## src/sv/writ_pkg.sv

```systemverilog
// Shared types, codes and constants for the work/rest interval timer.
// Used by writ_mod_unit and work_rest_interval_timer_unit; depends on nothing.
package writ_pkg;

  // Command codes carried on kind
  localparam logic [2:0] KIND_TICK  = 3'd0;
  localparam logic [2:0] KIND_START = 3'd1;
  localparam logic [2:0] KIND_STOP  = 3'd2;
  localparam logic [2:0] KIND_PAUSE = 3'd3;
  localparam logic [2:0] KIND_SKIP  = 3'd4;
  localparam logic [2:0] KIND_ADD   = 3'd5;

  // Phase codes
  localparam logic [1:0] PHASE_IDLE = 2'd0;
  localparam logic [1:0] PHASE_WORK = 2'd1;
  localparam logic [1:0] PHASE_REST = 2'd2;

  // Report codes carried on event_kind
  localparam logic EV_TICK  = 1'b0;
  localparam logic EV_PHASE = 1'b1;

  // Configuration register indexes
  localparam logic REG_WORK = 1'b0;
  localparam logic REG_REST = 1'b1;

  localparam logic [6:0] WORK_MIN_RESET = 7'd25;
  localparam logic [6:0] REST_MIN_RESET = 7'd5;

  // Clamp limits for add time, in seconds
  localparam logic [15:0] MIN_SECONDS = 16'd60;
  localparam logic [15:0] MAX_SECONDS = 16'd5940;

  localparam int DIVIDEND_W = 16;
  localparam int DIVISOR_W  = 13;

  // Status of the serial remainder unit
  typedef struct packed {
    logic                 done;
    logic [DIVISOR_W-1:0] rem;
  } div_status_t;

  // Minutes to seconds as shift and subtract: m*64 - m*4
  function automatic logic [15:0] times60(input logic [7:0] m);
    logic [15:0] m16;
    m16 = {8'd0, m};
    return (m16 << 6) - (m16 << 2);
  endfunction

endpackage

```

## src/sv/work_rest_interval_timer_unit.sv

```systemverilog
// Top level of the work/rest interval timer: command decode, phase state,
// add-time rounding and the result register. Depends on writ_pkg, writ_mod_unit.
//
//   channel | direction | handshake            | payload
//   --------+-----------+----------------------+-----------------------------------
//   in      | into      | in_valid / in_ready  | kind, add_minutes
//   out     | out of    | out_valid / out_ready| event_kind, phase, remaining_seconds,
//           |           |                      | elapsed_seconds, last
//   cfg     | into      | cfg_write            | cfg_index, cfg_data
//
// Stop, pause and ignored commands leave in_ready high, so the next transfer can follow at once.
// Tick, start and skip apply at the transfer; the emit state then loads each result,
// and in_ready stays low until the last one is loaded.
// Add time: 16 remainder steps, then the divide state sees done, the adjust state rounds
// and clamps, and the emit state loads the result.
// A result waiting in the output register holds the sequencer, and with it in_ready.
// Synchronous reset clears the phase, times and sequencer; minutes go to 25/5.
module work_rest_interval_timer_unit (
  input  logic        clk,
  input  logic        rst,
  input  logic        in_valid,
  output logic        in_ready,
  input  logic [2:0]  kind,
  input  logic signed [7:0] add_minutes,
  output logic        out_valid,
  input  logic        out_ready,
  output logic        event_kind,
  output logic [1:0]  phase,
  output logic [15:0] remaining_seconds,
  output logic [15:0] elapsed_seconds,
  output logic        last,
  input  logic        cfg_write,
  input  logic        cfg_index,
  input  logic [6:0]  cfg_data
);

  localparam logic [1:0] S_IDLE = 2'd0;
  localparam logic [1:0] S_DIV  = 2'd1;
  localparam logic [1:0] S_ADJ  = 2'd2;
  localparam logic [1:0] S_EMIT = 2'd3;

  logic [1:0]  state;
  logic [6:0]  work_minutes;
  logic [6:0]  rest_minutes;
  logic [1:0]  phase_now;
  logic        running;
  logic [15:0] seconds_left;
  logic [15:0] seconds_spent;
  logic        pend_two;
  logic        add_neg;
  logic [writ_pkg::DIVISOR_W-1:0] add_mag;

  logic        accept;
  logic        take_out;
  logic        mins_neg;
  logic [7:0]  mins_abs;
  logic [15:0] mag_full;
  logic [writ_pkg::DIVISOR_W-1:0] mag_in;
  logic        add_go;
  logic [1:0]  adv_phase;
  logic [15:0] adv_seconds;
  logic signed [17:0] now_s;
  logic signed [17:0] next_s;
  logic [15:0] clamped;
  writ_pkg::div_status_t div_st;

  assign in_ready = (state == S_IDLE);
  assign accept   = in_valid && in_ready;
  assign take_out = !out_valid || out_ready;

  // Decode the add-time increment magnitude
  always_comb begin
    mins_neg = add_minutes[7];
    mins_abs = mins_neg ? 8'(-add_minutes) : 8'(add_minutes);
    mag_full = writ_pkg::times60(mins_abs);
    mag_in   = mag_full[writ_pkg::DIVISOR_W-1:0];
    add_go   = (add_minutes != 8'sd0)
               && !(mins_neg && (seconds_left < writ_pkg::MIN_SECONDS));
  end

  // Next phase and its reload time; start always goes to the work phase
  always_comb begin
    if (kind != writ_pkg::KIND_START && phase_now == writ_pkg::PHASE_WORK) begin
      adv_phase = writ_pkg::PHASE_REST;
    end else begin
      adv_phase = writ_pkg::PHASE_WORK;
    end
    adv_seconds = writ_pkg::times60((adv_phase == writ_pkg::PHASE_WORK)
                                    ? {1'b0, work_minutes} : {1'b0, rest_minutes});
  end

  // Round to the next increment multiple in the sign's direction, then clamp
  always_comb begin
    now_s = $signed({2'b00, seconds_left});
    if (add_neg) begin
      next_s = (div_st.rem != '0) ? now_s - $signed(18'(div_st.rem))
                                  : now_s - $signed(18'(add_mag));
    end else begin
      next_s = now_s + $signed(18'(add_mag)) - $signed(18'(div_st.rem));
    end
    priority if (next_s > $signed({2'b00, writ_pkg::MAX_SECONDS})) begin
      clamped = writ_pkg::MAX_SECONDS;
    end else if (next_s < $signed({2'b00, writ_pkg::MIN_SECONDS})) begin
      clamped = writ_pkg::MIN_SECONDS;
    end else begin
      clamped = next_s[15:0];
    end
  end

  writ_mod_unit u_mod (
    .clk      (clk),
    .rst      (rst),
    .start    (accept && kind == writ_pkg::KIND_ADD && add_go),
    .dividend (seconds_left),
    .divisor  (mag_in),
    .status   (div_st)
  );

  // Hold the configured minutes
  always_ff @(posedge clk) begin
    if (rst) begin
      work_minutes <= writ_pkg::WORK_MIN_RESET;
      rest_minutes <= writ_pkg::REST_MIN_RESET;
    end else if (cfg_write) begin
      if (cfg_index == writ_pkg::REG_WORK) begin
        work_minutes <= cfg_data;
      end else begin
        rest_minutes <= cfg_data;
      end
    end
  end

  // Latch the increment for the rounding step
  always_ff @(posedge clk) begin
    if (accept) begin
      add_neg <= mins_neg;
      add_mag <= mag_in;
    end
  end

  // Sequencer and timer state
  always_ff @(posedge clk) begin
    if (rst) begin
      state         <= S_IDLE;
      phase_now     <= writ_pkg::PHASE_IDLE;
      running       <= 1'b0;
      seconds_left  <= '0;
      seconds_spent <= '0;
      pend_two      <= 1'b0;
    end else begin
      unique case (state)
        S_IDLE: begin
          if (accept) begin
            priority case (kind)
              writ_pkg::KIND_TICK: begin
                if (running) begin
                  state <= S_EMIT;
                  if (seconds_left != '0) begin
                    seconds_left <= seconds_left - 16'd1;
                    if (seconds_spent != 16'hFFFF) begin
                      seconds_spent <= seconds_spent + 16'd1;
                    end
                    pend_two <= 1'b0;
                  end else begin
                    phase_now     <= adv_phase;
                    seconds_left  <= adv_seconds;
                    seconds_spent <= '0;
                    pend_two      <= 1'b1;
                  end
                end
              end
              writ_pkg::KIND_START, writ_pkg::KIND_SKIP: begin
                state         <= S_EMIT;
                phase_now     <= adv_phase;
                seconds_left  <= adv_seconds;
                seconds_spent <= '0;
                running       <= 1'b1;
                pend_two      <= 1'b1;
              end
              writ_pkg::KIND_STOP: begin
                running   <= 1'b0;
                phase_now <= writ_pkg::PHASE_IDLE;
              end
              writ_pkg::KIND_PAUSE: begin
                running <= !running;
              end
              writ_pkg::KIND_ADD: begin
                if (add_go) begin
                  state <= S_DIV;
                end
              end
              default: begin
              end
            endcase
          end
        end
        S_DIV: begin
          if (div_st.done) begin
            state <= S_ADJ;
          end
        end
        S_ADJ: begin
          seconds_left <= clamped;
          running      <= 1'b1;
          pend_two     <= 1'b0;
          state        <= S_EMIT;
        end
        S_EMIT: begin
          if (take_out) begin
            if (pend_two) begin
              pend_two <= 1'b0;
            end else begin
              state <= S_IDLE;
            end
          end
        end
        default: begin
          state <= S_IDLE;
        end
      endcase
    end
  end

  // Output register: phase report first when two results are due
  always_ff @(posedge clk) begin
    if (rst) begin
      out_valid <= 1'b0;
    end else if (state == S_EMIT && take_out) begin
      out_valid <= 1'b1;
    end else if (out_ready) begin
      out_valid <= 1'b0;
    end
  end

  always_ff @(posedge clk) begin
    if (state == S_EMIT && take_out) begin
      event_kind        <= pend_two ? writ_pkg::EV_PHASE : writ_pkg::EV_TICK;
      last              <= !pend_two;
      phase             <= phase_now;
      remaining_seconds <= seconds_left;
      elapsed_seconds   <= seconds_spent;
    end
  end

`ifndef SYNTHESIS
  // The remainder unit finishes only while the sequencer waits for it
  a_div_done_in_div: assert property (@(posedge clk) disable iff (rst)
    div_st.done |-> state == S_DIV)
    else $error("remainder done outside the divide state");

  // The remainder is below the increment it was taken by
  a_rem_below_mag: assert property (@(posedge clk) disable iff (rst)
    div_st.done |-> div_st.rem < add_mag)
    else $error("remainder not below increment");

  // Add time always leaves the remaining time inside the clamp limits
  a_clamp_range: assert property (@(posedge clk) disable iff (rst)
    state == S_ADJ |=> (seconds_left >= writ_pkg::MIN_SECONDS
                        && seconds_left <= writ_pkg::MAX_SECONDS && running))
    else $error("add time left seconds outside limits");

  // A phase report is never the final result of its transfer
  a_phase_not_last: assert property (@(posedge clk) disable iff (rst)
    (out_valid && event_kind == writ_pkg::EV_PHASE) |-> !last)
    else $error("phase report marked last");

  // The phase register never holds the unused code
  a_phase_code: assert property (@(posedge clk) disable iff (rst)
    phase_now != 2'd3)
    else $error("phase register corrupt");
`endif

endmodule

```

## src/sv/writ_mod_unit.sv

```systemverilog
// Serial remainder unit: one restoring compare-and-subtract step per cycle.
// Depends on writ_pkg for widths and the status struct.
module writ_mod_unit (
  input  logic                            clk,
  input  logic                            rst,
  input  logic                            start,
  input  logic [writ_pkg::DIVIDEND_W-1:0] dividend,
  input  logic [writ_pkg::DIVISOR_W-1:0]  divisor,
  output writ_pkg::div_status_t           status
);

  logic                            active;
  logic                            done;
  logic [3:0]                      count;
  logic [writ_pkg::DIVIDEND_W-1:0] shreg;
  logic [writ_pkg::DIVISOR_W-1:0]  rem;
  logic [writ_pkg::DIVISOR_W-1:0]  dvs;

  logic [writ_pkg::DIVISOR_W:0]    trial;
  logic [writ_pkg::DIVISOR_W:0]    diff;
  logic                            fits;

  // Bring down the next dividend bit and try the subtraction
  always_comb begin
    trial = {rem, shreg[writ_pkg::DIVIDEND_W-1]};
    fits  = trial >= {1'b0, dvs};
    diff  = trial - {1'b0, dvs};
  end

  // Control: run one step per cycle, pulse done after the last
  always_ff @(posedge clk) begin
    if (rst) begin
      active <= 1'b0;
      done   <= 1'b0;
      count  <= '0;
    end else begin
      done <= 1'b0;
      if (start) begin
        active <= 1'b1;
        count  <= '0;
      end else if (active) begin
        count <= count + 4'd1;
        if (count == 4'(writ_pkg::DIVIDEND_W - 1)) begin
          active <= 1'b0;
          done   <= 1'b1;
        end
      end
    end
  end

  // Datapath: load operands, then shift and subtract
  always_ff @(posedge clk) begin
    if (start) begin
      shreg <= dividend;
      rem   <= '0;
      dvs   <= divisor;
    end else if (active) begin
      shreg <= shreg << 1;
      rem   <= fits ? diff[writ_pkg::DIVISOR_W-1:0] : trial[writ_pkg::DIVISOR_W-1:0];
    end
  end

  assign status.done = done;
  assign status.rem  = rem;

endmodule
```

## config.mk

```make
export PLATFORM = sky130hd
export DESIGN_NAME = work_rest_interval_timer_unit
export DESIGN_NICKNAME = d
export VERILOG_FILES = /design/src/sv/writ_pkg.sv /design/src/sv/work_rest_interval_timer_unit.sv /design/src/sv/writ_mod_unit.sv
export SDC_FILE = /design/constraint.sdc
export NUM_CORES = 1
export LEC_CHECK = 0
export ABC_CLOCK_PERIOD_IN_PS = 5500
export BUFFER_PORTS_ARGS = -buffer_cell sky130_fd_sc_hd__buf_2
export CORE_ASPECT_RATIO = 1.2
export CORE_MARGIN = 3
export CORE_UTILIZATION = 55
export DETAILED_ROUTE_END_ITERATION = 12
export PLACE_DENSITY_LB_ADDON = 0.15
export REMOVE_ABC_BUFFERS = 1
export SKIP_CTS_REPAIR_TIMING = 1
export SLEW_MARGIN = 0
export SYNTH_ARGS = -nofsm -noshare
export SYNTH_HDL_FRONTEND = slang
export SYNTH_SLANG_ARGS = --single-unit
```

## constraint.sdc

```tcl
create_clock -name clk -period 5.5 [get_ports clk]
set_input_delay 0.55 -clock clk [delete_from_list [all_inputs] [get_ports clk]]
set_output_delay 0.55 -clock clk [all_outputs]
set_load 0.1 [all_outputs]
```

* Word-level counts from Yosys, hierarchy flattened
Index checks and enable logic that the tools add are counted.
** Storage, ports and cells
- Bits in registers :: 151
- Bits of input ports :: 24
- Word-level logic and storage cells :: 144
** Operators by class
- Add/sub/neg operators :: 11
- Magnitude comparators :: 4
- Equal/unequal tests :: 25
- Multiplexer cells :: 46
- Bitwise operators :: 2
- Reductions and logical operators :: 34
** Operators by type and width (number)
- $mux W16 :: 10
- $pmux W16 S2 :: 3
- $mux W18 :: 2
- $sub A16 B13 Y17 :: 2
- $gt A18 B14 Y1 const B :: 1
- $lt A18 B7 Y1 const B :: 1
- $mux W2 :: 9
- $sub A17 B13 Y18 :: 1
- $add A16 B13 Y17 :: 1
- $add A16 B1 Y16 const B :: 1
- $lt A16 B6 Y1 const B :: 1
- $ne A16 B16 Y1 const B :: 1
- $reduce_bool A16 Y1 :: 1
- $sub A16 B1 Y16 const B :: 1
- $reduce_and A5 Y1 :: 3
- $ge A14 B13 Y1 :: 1
- $sub A13 B9 Y14 :: 1
- $mux W13 :: 1
- $reduce_bool A13 Y1 :: 1
- $sub A13 B10 Y13 :: 1
- $sub A13 B13 Y13 :: 1
- $mux W1 :: 12
- $pmux W2 S3 :: 2
- $ne A3 B3 Y1 const B :: 3
- 32 further kinds :: 61

* Longest topological paths before layout
- Word-level depth :: 11
- Depth in mapped cells :: 17

* Cells and area by module
Synthesis repeated with hierarchy kept, for this count alone.
** Unflattened totals
- Cells, all modules :: 1120
- Area total of the unflattened synthesis :: 10128.5 um^2
** Modules (own cells, without submodules)
- work_rest_interval_timer_unit :: instances 1, cells an instance 865, area each 7483.4 um^2
- writ_mod_unit :: instances 1, cells an instance 255, area each 2645.0 um^2

* Worst setup path before layout
OpenSTA, ideal clock, no wires.
- Path kind :: register to register
- Start point :: reg u_mod.rem[0] (netlist name)
- End point :: reg seconds_left[7]
- Setup time :: 0.070 ns
- Arrival time :: 4.152 ns
- Required time :: 5.430 ns
- Slack :: 1.277 ns
- Stages on the path, launching flop included :: 16
- Path buffers :: 1
- Period minus slack after synthesis :: 4.223 ns
- Cell sequence :: dfxtp_1 or4_1 nor4_1 clkbuf_1 a21oi_1 ha_1 and2_4 a221oi_4 a21boi_2 a221o_1 a31o_1 o32a_1 a211oi_2 nand3_2 or3_1 a21oi_1
** On the way
- Longest elaborated chain between the ends :: 7
** Ends and longest elaborated chain
- from (decl) :: RTL line writ_mod_unit.sv:16 : logic [writ_pkg::DIVISOR_W-1:0] rem;
- from (signal assigned) :: RTL line writ_mod_unit.sv:59 : rem <= fits ? diff[writ_pkg::DIVISOR_W-1:0] : trial[writ_pkg::DIVISOR_W-1:0];
- $sub A16 B13 Y17 / $reduce_bool A13 Y1 (equally long branches) :: RTL line work_rest_interval_timer_unit.sv:96 : next_s = (div_st.rem != '0) ? now_s - $signed(18'(div_st.rem))
- $mux W18 :: RTL line work_rest_interval_timer_unit.sv:96
- $mux W18 * :: RTL line work_rest_interval_timer_unit.sv:95 : if (add_neg) begin
- $lt A18 B7 Y1 :: RTL line work_rest_interval_timer_unit.sv:103 : end else if (next_s < $signed({2'b00, writ_pkg::MIN_SECONDS})) begin
- $mux W16 :: RTL line work_rest_interval_timer_unit.sv:103
- $mux W16 * :: RTL line work_rest_interval_timer_unit.sv:101 : priority if (next_s > $signed({2'b00, writ_pkg::MAX_SECONDS})) begin
- $pmux W16 S2 * :: RTL line work_rest_interval_timer_unit.sv:151 : unique case (state)
- to (signal assigned) :: RTL line work_rest_interval_timer_unit.sv:159 : seconds_left <= seconds_left - 16'd1;
- to (signal assigned) :: RTL line work_rest_interval_timer_unit.sv:166 : seconds_left <= adv_seconds;
- to (signal assigned) :: RTL line work_rest_interval_timer_unit.sv:175 : seconds_left <= adv_seconds;
- to (decl) :: RTL line work_rest_interval_timer_unit.sv:47 : logic [15:0] seconds_left;
Mark *: on every way between the ends. The rest lies on a longest branch, timed or not.
A chain may end at the register's enable or synchronous reset.

* Worst setup path in the final report
- Start point :: reg u_mod.rem[0] (netlist name)
- End point :: reg seconds_left[6]
Same word-level chain as after synthesis.

==> reports/metrics.cfg <==
[route]
route.final.wire_length_microns = 23900
dr.first_iter.drc_count = 653
firstDrtPassIters = 5
ant_nets = 0
drc = 0
avgViaCountPerCell = 6.02
vias = 8111
wl_per_cell_microns = 17.8

[timing]
rsz0062_at_grt = false
finalSetupViolCount = 0
slew_headroom_pct = 21.3
fmax_mhz = 225
finalClockSkew_ns = 0.0140
layout_min_cycle_time_ns = 4.44
min_period_over_period_pct = 80.7
final.setup.tns_ns = 0
worst_slack_ns = 1.06
worst_pin_slew_ns = 1.18
final_max_slew_viol_count = 0
final_hold_viol_count = 0

[grt]
antenna_found_initial = 0
grt_use_total_pct = 25.6
grt_pass1_wl_microns = 39000
grt_start_max_net_pins = 44
grt_pass1_vias = 7805
gr-total-overflow = 0

[synthesis]
synth_cells = 1071
yosysTopAreaCell = edfxtp_1
synth-seq-area-share_pct = 38.5
ys_ff_latch = 147
yosysTopAreaCellShare_pct = 23.5
yosysUniqueCellTypes = 68
avgSynthCellArea_sq_um = 8.96
synth_edf_count = 75
synth_top_flop_cell = edfxtp_1
syn-cell-area_sq_mm = 0.00959
synth_area_leaders = edfxtp_1 23%, dfxtp_1 15%, ha_1 8.0%, a21oi_1 4.7%, xnor2_1 3.7%
async_flop_share_pct = 0
ys_warn_count = 0

[flow_run]
drv_cap = 0

[placement]
placed_area_sq_mm = 0.0101
numPortBuffers = 61
hpwlAfterDp_microns = 17700
dp_cells = 1315
routabilityCongestion = 0.902
place_ws_ns = 1.10

[power]
intPower_mw = 3.68
power.leakage_nw = 4.28
power_frac_comb_pct = 61.6
p_per_area_mw_per_mm2 = 681
finalPower_mw = 7.26
ir_drop_v = 0.000366
p_sw_mw = 3.59
switching_share_pct = 49.4
power_frac_seq_pct = 22.3
p_clk_share_pct = 16.2

[setup_path]
cp_data_required_time_ns = 5.86
start_kind = register
path_class = reg2reg
crit_top_cell = a21oi_1
path_max_fanout = 11
worst_path_max_delay_cell = or4_1
setup.worst_path.end_class = register
cp_cell_sequence = or4_1 -> nor4_1 -> buf_4 -> a21oi_1 -> ha_1 -> and2_4 -> a221oi_4 -> a21boi_2 -> a221o_1 -> a31o_1 -> o32a_1 -> a211oi_2 -> nand3_2 -> or3_1 -> a21oi_1
cp.arrival_ns = 4.80
max_stage_delay_ns = 0.53

[outcome]
outcome = completed

[cells_and_area]
diodes = 0
areaGrowthSynthToFinish_pct = 11.3
instances_no_fill = 1347
final_nets = 1217
drive_above_1_share_pct = 11.5
fin_area_sq_mm = 0.0107

[clock_network]
clock_path_buffers = 2
cts.sinks = 147
htreeDepth = 4
cts.reportedPaths.clkPinSlew_ns = 0.07
cts_buffers = 17
tritoncts = built
ctsRootBufferMaster = clkbuf_16
clock_latency_ns = 0.44

[floorplan]
die_y_microns = 151
core_region_area_sq_mm = 0.0170
die_w_microns = 127
initial_core_util_pct = 56.5
core.rowCount = 52
ios = 62
die_area_sq_mm = 0.0191

[hold_path]
hp-class = in2reg

-- cells by family after synthesis --
family | count (synthesis) | synth area share, %
adder cells (fa/ha/maj) | 75 | 10.9
multiplexers | 35 | 3.87
AND/OR/NAND/NOR | 357 | 18.4
AO/OA/AOI/OAI | 263 | 17.5
buffers and inverters | 134 | 5.28
flip-flops | 147 | 38.5
XOR/XNOR | 60 | 5.48
-- path summary, 6_finish.rpt --
path,start,to,slack [ns],cells after the start
max reg2reg,u_mod.rem[0],seconds_left[6],1.06,15
max,u_mod.rem[0],seconds_left[6],1.06,15
min reg2reg,work_minutes[5],work_minutes[5],0.46,2
min,cfg_data[0],work_minutes[0],0.34,3
-- layer usage --
metal / track usage, % / vias to the layer above / wire length, microns
li1: - / 3953 / -
met2: 42.1 / 238 / 11500
met4: 10.5 / 0 / 772
met1: 33.0 / 3870 / 10300
met5: 0 / - / 0
met3: 5.15 / 50 / 1310
-- metrics by stage --
step / hold slack, ns / util (%)
2_1_floorplan: 0.415 / -
3_3_place_gp: 0.443 / 59.4
3_5_place_dp: 0.447 / 59.4
4_1_cts: 0.330 / 62.8
5_1_grt: 0.342 / 62.8
6_report: 0.339 / 62.8
-- synthesized netlist by cell type, types with 3 or more instances --
| cell type | count |
|---|---|
| inv_1 | 94 |
| a21oi_1 | 91 |
| nand2_1 | 91 |
| nor2_1 | 89 |
| edfxtp_1 | 75 |
| dfxtp_1 | 72 |
| ha_1 | 61 |
| o21ai_0 | 51 |
| xnor2_1 | 41 |
| nand3_1 | 37 |
| clkbuf_1 | 35 |
| nor3_1 | 21 |
| or3_1 | 19 |
| xor2_1 | 19 |
| mux2i_1 | 18 |
| nand2b_1 | 18 |
| mux2_2 | 17 |
| a31oi_1 | 15 |
| fa_1 | 14 |
| nand4_1 | 13 |
| o211ai_1 | 13 |
| a21o_1 | 12 |
| nor2b_1 | 12 |
| o21a_1 | 11 |
| nand3b_1 | 10 |
| a221oi_1 | 9 |
| a311oi_1 | 9 |
| and3_1 | 9 |
| or4_1 | 8 |
| and2_1 | 7 |
| a211oi_1 | 6 |
| nor4_1 | 6 |
| o311ai_0 | 5 |
| a211o_1 | 4 |
| a22oi_1 | 4 |
| and4_1 | 4 |
| nor3b_1 | 4 |
| o21bai_1 | 4 |
| o31ai_1 | 4 |
| a21boi_0 | 3 |
| a41oi_1 | 3 |
| buf_2 | 3 |
-- placed cells by master, fill, tap and decap left out, types with 19 or more instances in the layout --
cell type / Yosys / layout
inv_1: 94 / 94
a21oi_1: 91 / 91
nand2_1: 91 / 91
nor2_1: 89 / 89
edfxtp_1: 75 / 75
dfxtp_1: 72 / 72
ha_1: 61 / 61
buf_2: 3 / 61
o21ai_0: 51 / 50
xnor2_1: 41 / 41
nand3_1: 37 / 37
nor3_1: 21 / 21
xor2_1: 19 / 19
or3_1: 19 / 19
-- layout make-up --
class | count | area [sq um]
multi-input cells | 790 | 5400
flip-flops and latches | 147 | 3690
well taps | 216 | 270
inverters | 94 | 353
clock buffers | 17 | 425
fillers | 1415 | 6310
repair buffers | 68 | 358
clock inverters | 15 | 168
-- registers in the layout (all words and copies together) (netlist names), 2 cells and up --
signal	flops
elapsed_seconds	16
remaining_seconds	16
seconds_left	16
seconds_spent	16
u_mod.shreg	16
u_mod.rem	13
add_mag	11
u_mod.dvs	11
rest_minutes	7
work_minutes	7
u_mod.count	4
phase	2
phase_now	2
state	2
-- critical path: cells and delay by family (launching register included) --
kind            cells  cell delay [ns]
simple gates        5             1.61
buf+inv             1             0.23
fa+ha+maj           1             0.37
flops               1             0.36
compound gates      8             1.80
-- power groups by stage --
stage | combinational (mW) | clock [mW] | sequential [mW]
CTS | 4.42 | 1.19 | 1.61
global placement | 4.34 | 0 | 1.63
floorplan | 3.24 | 0 | 1.70
finish | 4.47 | 1.18 | 1.62
detailed placement | 4.38 | 0 | 1.64
global route | 4.98 | 1.24 | 1.64
(Power assumes the default switching activity.)
